## config.mk

```make
export PLATFORM = sky130hd
export DESIGN_NAME = nfb_addr_unit
export DESIGN_NICKNAME = d
export VERILOG_FILES = /design/src/design/nfb_pkg.sv /design/src/design/nfb_addr_unit.sv
export SDC_FILE = /design/constraint.sdc
export NUM_CORES = 1
export LEC_CHECK = 0
export BUFFER_PORTS_ARGS = -buffer_cell sky130_fd_sc_hd__buf_2
export CAP_MARGIN = 10
export CORE_UTILIZATION = 60
export DETAILED_ROUTE_END_ITERATION = 10
export GPL_TIMING_DRIVEN = 1
export PLACE_DENSITY = 0.85
export REMOVE_ABC_BUFFERS = 1
export SETUP_SLACK_MARGIN = 0.15
export SYNTH_ARGS = -nofsm -noshare
export SYNTH_HDL_FRONTEND = slang
export SYNTH_SLANG_ARGS = --single-unit
```

## constraint.sdc

```tcl
create_clock -name clk -period 5.4 [get_ports clk]
set_input_delay 0.27 -clock clk [delete_from_list [all_inputs] [get_ports clk]]
set_output_delay 0.27 -clock clk [all_outputs]
set_load 0.05 [all_outputs]
```

## src/design/nfb_pkg.sv

```systemverilog
package nfb_pkg;

    // Field widths of the command and result items.
    localparam int OP_W     = 3;
    localparam int X_W      = 10;
    localparam int Y_W      = 9;
    localparam int COLOR_W  = 4;
    localparam int WIDTH_W  = 11;
    localparam int HEIGHT_W = 10;

    // Configuration register widths.
    localparam int PITCH_W = 10;
    localparam int XRES_W  = 11;
    localparam int YRES_W  = 10;

    // Configuration port.
    localparam int CFG_IDX_W  = 4;
    localparam int CFG_DATA_W = 11;

    localparam logic [CFG_IDX_W-1:0] CFG_LINE_PITCH = 4'd0;
    localparam logic [CFG_IDX_W-1:0] CFG_X_RES      = 4'd1;
    localparam logic [CFG_IDX_W-1:0] CFG_Y_RES      = 4'd2;
    localparam logic [CFG_IDX_W-1:0] CFG_XOR_MODE   = 4'd3;

    localparam logic [PITCH_W-1:0] PITCH_RESET = 10'd320;
    localparam logic [XRES_W-1:0]  XRES_RESET  = 11'd640;
    localparam logic [YRES_W-1:0]  YRES_RESET  = 10'd480;

    // Byte address before the range check: a 9-bit row times a 10-bit pitch
    // plus a 9-bit byte column.
    localparam int ADDR_FULL_W = Y_W + PITCH_W + 1;

    localparam logic [7:0] NIB_LO_MASK = 8'h0f;
    localparam logic [7:0] NIB_HI_MASK = 8'hf0;

    typedef enum logic [OP_W-1:0] {
        OP_DRAW  = 3'd0,
        OP_READ  = 3'd1,
        OP_HLINE = 3'd2,
        OP_VLINE = 3'd3,
        OP_COPY  = 3'd4
    } op_t;

    typedef enum logic [2:0] {
        ST_CLEAR,
        ST_IDLE,
        ST_CHECK,
        ST_ADDR,
        ST_READ,
        ST_MODIFY,
        ST_RESP
    } state_t;

    typedef struct packed {
        logic [ADDR_FULL_W-1:0] addr;
        logic                   in_range;
    } addr_res_t;

endpackage

```

## src/design/nfb_addr_unit.sv

```systemverilog
module nfb_addr_unit #(
    parameter int FRAME_BYTES = 262144
) (
    input  logic                          clk,
    input  logic                          load,
    input  logic [nfb_pkg::X_W-1:0]       px,
    input  logic [nfb_pkg::Y_W-1:0]       py,
    input  logic [nfb_pkg::PITCH_W-1:0]   pitch,
    output nfb_pkg::addr_res_t            res
);

    localparam int PROD_W = nfb_pkg::Y_W + nfb_pkg::PITCH_W;

    logic [PROD_W-1:0]               prod;
    logic [nfb_pkg::ADDR_FULL_W-1:0] sum;
    nfb_pkg::addr_res_t              res_reg;
    nfb_pkg::addr_res_t              res_next;

    // Row base times pitch plus the byte column; the even pixel shares its
    // byte with the odd one to its right.
    always_comb
    begin
        prod = {{nfb_pkg::PITCH_W{1'b0}}, py} * {{nfb_pkg::Y_W{1'b0}}, pitch};
        sum  = nfb_pkg::ADDR_FULL_W'(prod) + nfb_pkg::ADDR_FULL_W'(px[nfb_pkg::X_W-1:1]);
        res_next = res_reg;
        if (load)
        begin
            res_next.addr     = sum;
            res_next.in_range = 32'(sum) < 32'(FRAME_BYTES);
        end
    end

    always_ff @(posedge clk)
    begin
        res_reg <= res_next;
    end

    assign res = res_reg;

endmodule

```

Yosys cells after proc, flatten, opt, wreduce, memory -nomap -nowiden
Index checks and enable logic that the tools add are counted.
Operators by class
  add/subtract/negate cells: 1
  multiply operators: 1
  magnitude comparators: 1
Operators with widths (count)
  adder 19 x 9 -> 20 bit: 1
  less-than comparator 20 x 19 -> 1 bit (second input constant): 1
  multiplier 9 x 10 -> 19 bit: 1
Word-level totals
  bits in registers: 21
  bits of input ports: 31
  output and inout port bits: 21
  word-level logic and storage cells: 5

Logic depth before layout (Yosys ltp)
  word-level depth: 3
  depth in mapped cells: 19
  gate-level depth less buffers: 18

Worst setup path before layout
Ideal clock, no wire load.
  path type: input to register
  from: in py[2] (netlist bit)
  to: reg res_reg (netlist bit res[0]), data pin
  setup time: 0.255 ns
  arrival: 4.672 ns
  data required time: 5.145 ns
  slack: 0.473 ns
  stages on the path: 19
  path buffers: 1
  cells stage by stage: clkbuf_1 > nand2_1 > fa_1 > inv_1 > fa_1 > inv_1 > fa_1 > inv_1 > fa_1 > inv_1 > fa_1 > inv_1 > ha_1 > and2_2 > o211a_1 > o21ai_4 > nand2_2 > a221oi_2 > o21ba_1
Between the ends
  cells in the longest elaborated chain, start to end: 3
Ends and longest elaborated chain
  from (decl): RTL line nfb_addr_unit.sv:7  | input logic [nfb_pkg::Y_W-1:0] py,
  multiplier 9 x 10 -> 19 bit: RTL line nfb_addr_unit.sv:23  | prod = {{nfb_pkg::PITCH_W{1'b0}}, py} * {{nfb_pkg::Y_W{1'b0}}, pitch};
  adder 19 x 9 -> 20 bit: RTL line nfb_addr_unit.sv:24  | sum = nfb_pkg::ADDR_FULL_W'(prod) + nfb_pkg::ADDR_FULL_W'(px[nfb_pkg::X_W-1:1]);
  net sum (one bit): RTL line nfb_addr_unit.sv:15  | logic [nfb_pkg::ADDR_FULL_W-1:0] sum;
  less-than comparator 20 x 19 -> 1 bit: RTL line nfb_addr_unit.sv:29  | res_next.in_range = 32'(sum) < 32'(FRAME_BYTES);
  to (signal assigned): RTL line nfb_addr_unit.sv:35  | res_reg <= res_next;
  to (decl): RTL line nfb_addr_unit.sv:16  | nfb_pkg::addr_res_t res_reg;
The timed path passes the listed nets, and every way through them passes these cells.
A chain may end at the register's enable or synchronous reset.

Final worst setup path
  from: in py[3] (netlist bit)
  to: reg res_reg (netlist bit res[0]), data pin
Same word-level chain as after synthesis.

==> flow_metrics.env <==
export IMPL_async_flop_share_pct=0
export IMPL_drc=6
export IMPL_clockBufferDepth=2
export IMPL_cts_root_buf="clkbuf_8"
export IMPL_yosys_warnings=0
export IMPL_synth_top_area_share_pct=30.9
export IMPL_syn_to_final_growth_pct=9.00
export IMPL_cp_max_fo=10
export IMPL_cts_setup_buffers=0
export IMPL_cts_resized=0
export IMPL_numCtsBuffers=3
export IMPL_status="finished with violations"
export IMPL_place_congestion=0.889
export IMPL_holdPathEnd="res[1]"
export IMPL_grt_max_degree=22
export IMPL_final_fill_count=521
export IMPL_rsz0062_at_grt="false"
export IMPL_crit_path_start_kind="input pin"
export IMPL_antenna_cells=0
export IMPL_holdPathStages=2
export IMPL_max_slew_margin_pct=67.8
export IMPL_firstDrtPassIters=7
export IMPL_synth_top_area_cell="fa_1"
export IMPL_max_vdd_ir_drop_uv=271
export IMPL_synth_cell_types=42
export IMPL_syn_inst=419
export IMPL_grt_overflow_total=0
export IMPL_final_setup_tns_ps=0
export IMPL_path_clk_slew_ps=70
export IMPL_layout_drive_gt1_share_pct=13.3
export IMPL_core_area_um2=6460
export IMPL_slew_viol_final=0
export IMPL_p_leak_nw=2.32
export IMPL_post_dp_cell_area_um2=4400
export IMPL_via_per_inst=5.63
export IMPL_end_kind="flop"
export IMPL_final_common_cell="inv_1"
export IMPL_finalSetupViolCount=0
export IMPL_start_util_pct=63.1
export IMPL_cts_hold_buf=0
export IMPL_finalInstanceArea_um2=4440
export IMPL_ant_nets=0
export IMPL_dieArea_um2=7130
export IMPL_holdCritPathClass="input pin to flop"
export IMPL_final_cell_mix="inv_1 (72), fa_1 (63), ha_1 (58)"
export IMPL_hold_violations=0
export IMPL_grt_pass1_vias=3196
export IMPL_grt_pass1_wl_mm=13.7
export IMPL_min_period_ps=4860
export IMPL_min_delay_start="px[1]"
export IMPL_violations="design-rule violations"
export IMPL_cts_tree="built"
export IMPL_synth_area_top_cells="fa_1 (31%), ha_1 (18%), edfxtp_1 (15%), and2_1 (8.3%), inv_1 (6.6%)"
export IMPL_cap_violations=0
export IMPL_crit_arrival_ps=4870
export IMPL_multi_input_area_um2=3150
export IMPL_via_count=3065
export IMPL_nNetsFinal=620
export IMPL_track_usage_pct=23.7
export IMPL_netlist_area_um2=4080
export IMPL_powerDensity_nw_per_um2=532
export IMPL_finalCritPeriodShare_pct=90.0
export IMPL_fmax_mhz=206
export IMPL_die_x_um=84.4
export IMPL_criticalPathCategory="input pin to flop"
export IMPL_ios=52
export IMPL_h_tree_depth=1
export IMPL_avgSynthCellArea_um2=9.73
export IMPL_wl_mm=7.96
export IMPL_port_buffer_count=50
export IMPL_tightest_slew_ps=483
export IMPL_row_count=29
export IMPL_seq_area_um2=631
export IMPL_yosysSeqAreaShare_pct=15.5
export IMPL_yosys_register_bits=21
export IMPL_worstPathRequired_ps=5410
export IMPL_drt_iter0_markers=144
export IMPL_antenna_found_initial=0
export IMPL_dp_hpwl_mm=6.68
export IMPL_synth_flop_cell="edfxtp_1"
export IMPL_clock_sinks=21
export IMPL_largest_reg_flops=21
export IMPL_wire_per_inst_um=14.6
export IMPL_synth_edff_count=21
export IMPL_die_h_um=84.4
## worst max path at each step
stage	start	end	slack, ps	cells after the start
2_1_floorplan	py[5]	res[0]	760	17
3_3_place_gp	py[2]	res[0]	360	19
3_5_place_dp	py[2]	res[0]	280	19
4_1_cts	py[2]	res[0]	560	19
5_1_grt	py[2]	res[0]	320	19
6_report	py[3]	res[0]	540	17
## cells in the mapped netlist, types with 2 or more instances
cell and n:
xnor2_1 9, a21o_1 4, o21ai_0 6, o22ai_1 2, nand2_1 53, nor2_1 13
ha_1 58, a21oi_1 18, and2_1 54, nand3_1 4, fa_1 63, nand2_2 2
edfxtp_1 21, nor2b_1 3, inv_1 72, clkbuf_1 4, buf_2 2, nand2b_1 2
mux2i_1 2, xor2_1 5
## through the flow
stage	setup WS [ps]	power [mW]	instances	util, %	hold slack (ps)
2_1_floorplan	757	1.87	413	-	382
3_3_place_gp	357	2.19	540	68.1	570
3_5_place_dp	279	2.26	540	68.1	587
4_1_cts	555	2.37	544	68.8	324
5_1_grt	324	2.57	544	68.8	317
6_report	540	2.36	544	68.8	326
## cell type report
class                   count  area share (%)
clock buffers               4            1.01
inverters                  72            6.08
multi-input cells         320            70.9
flip-flops and latches     21            14.2
well taps                  77            2.17
repair buffers             50            5.63
## worst max-delay path: stages
cell and delay (ps):
buf_2 200, nand2_1 110, fa_1 520, fa_1 550, inv_1 60, fa_1 500, fa_1 540, inv_1 60
fa_1 490, inv_1 50, ha_1 360, and2_2 240, o211a_1 250, o21ai_4 80, nand2_2 100, a221oi_2 310
o21ba_1 180
## logic make-up after synthesis
kind of cell	count (synthesis)	share of synthesized area [%]
buffers and inverters	78	7.25
flip-flops	21	15.5
AO/OA/AOI/OAI	44	7.58
AND/OR/NAND/NOR	139	17.4
XOR/XNOR	14	3.01
adder cells (fa/ha/maj)	121	48.8
multiplexers	2	0.491
## power breakdown
part           internal [mW]  switching (mW)
combinational          0.730            1.18
clock                 0.0524          0.0460
sequential             0.335          0.0141
total                   1.12            1.24
## routing by layer
| layer | up-vias | global-route usage, % | wire (um) |
|---|---|---|---|
| li1 | 1426 | - | - |
| met1 | 1559 | 28.8 | 3140 |
| met2 | 74 | 45.6 | 4460 |
| met3 | 6 | 3.15 | 305 |
| met4 | 0 | 4.01 | 55 |
| met5 | - | 0 | 0 |
Power figures use the tool's default switching activity.
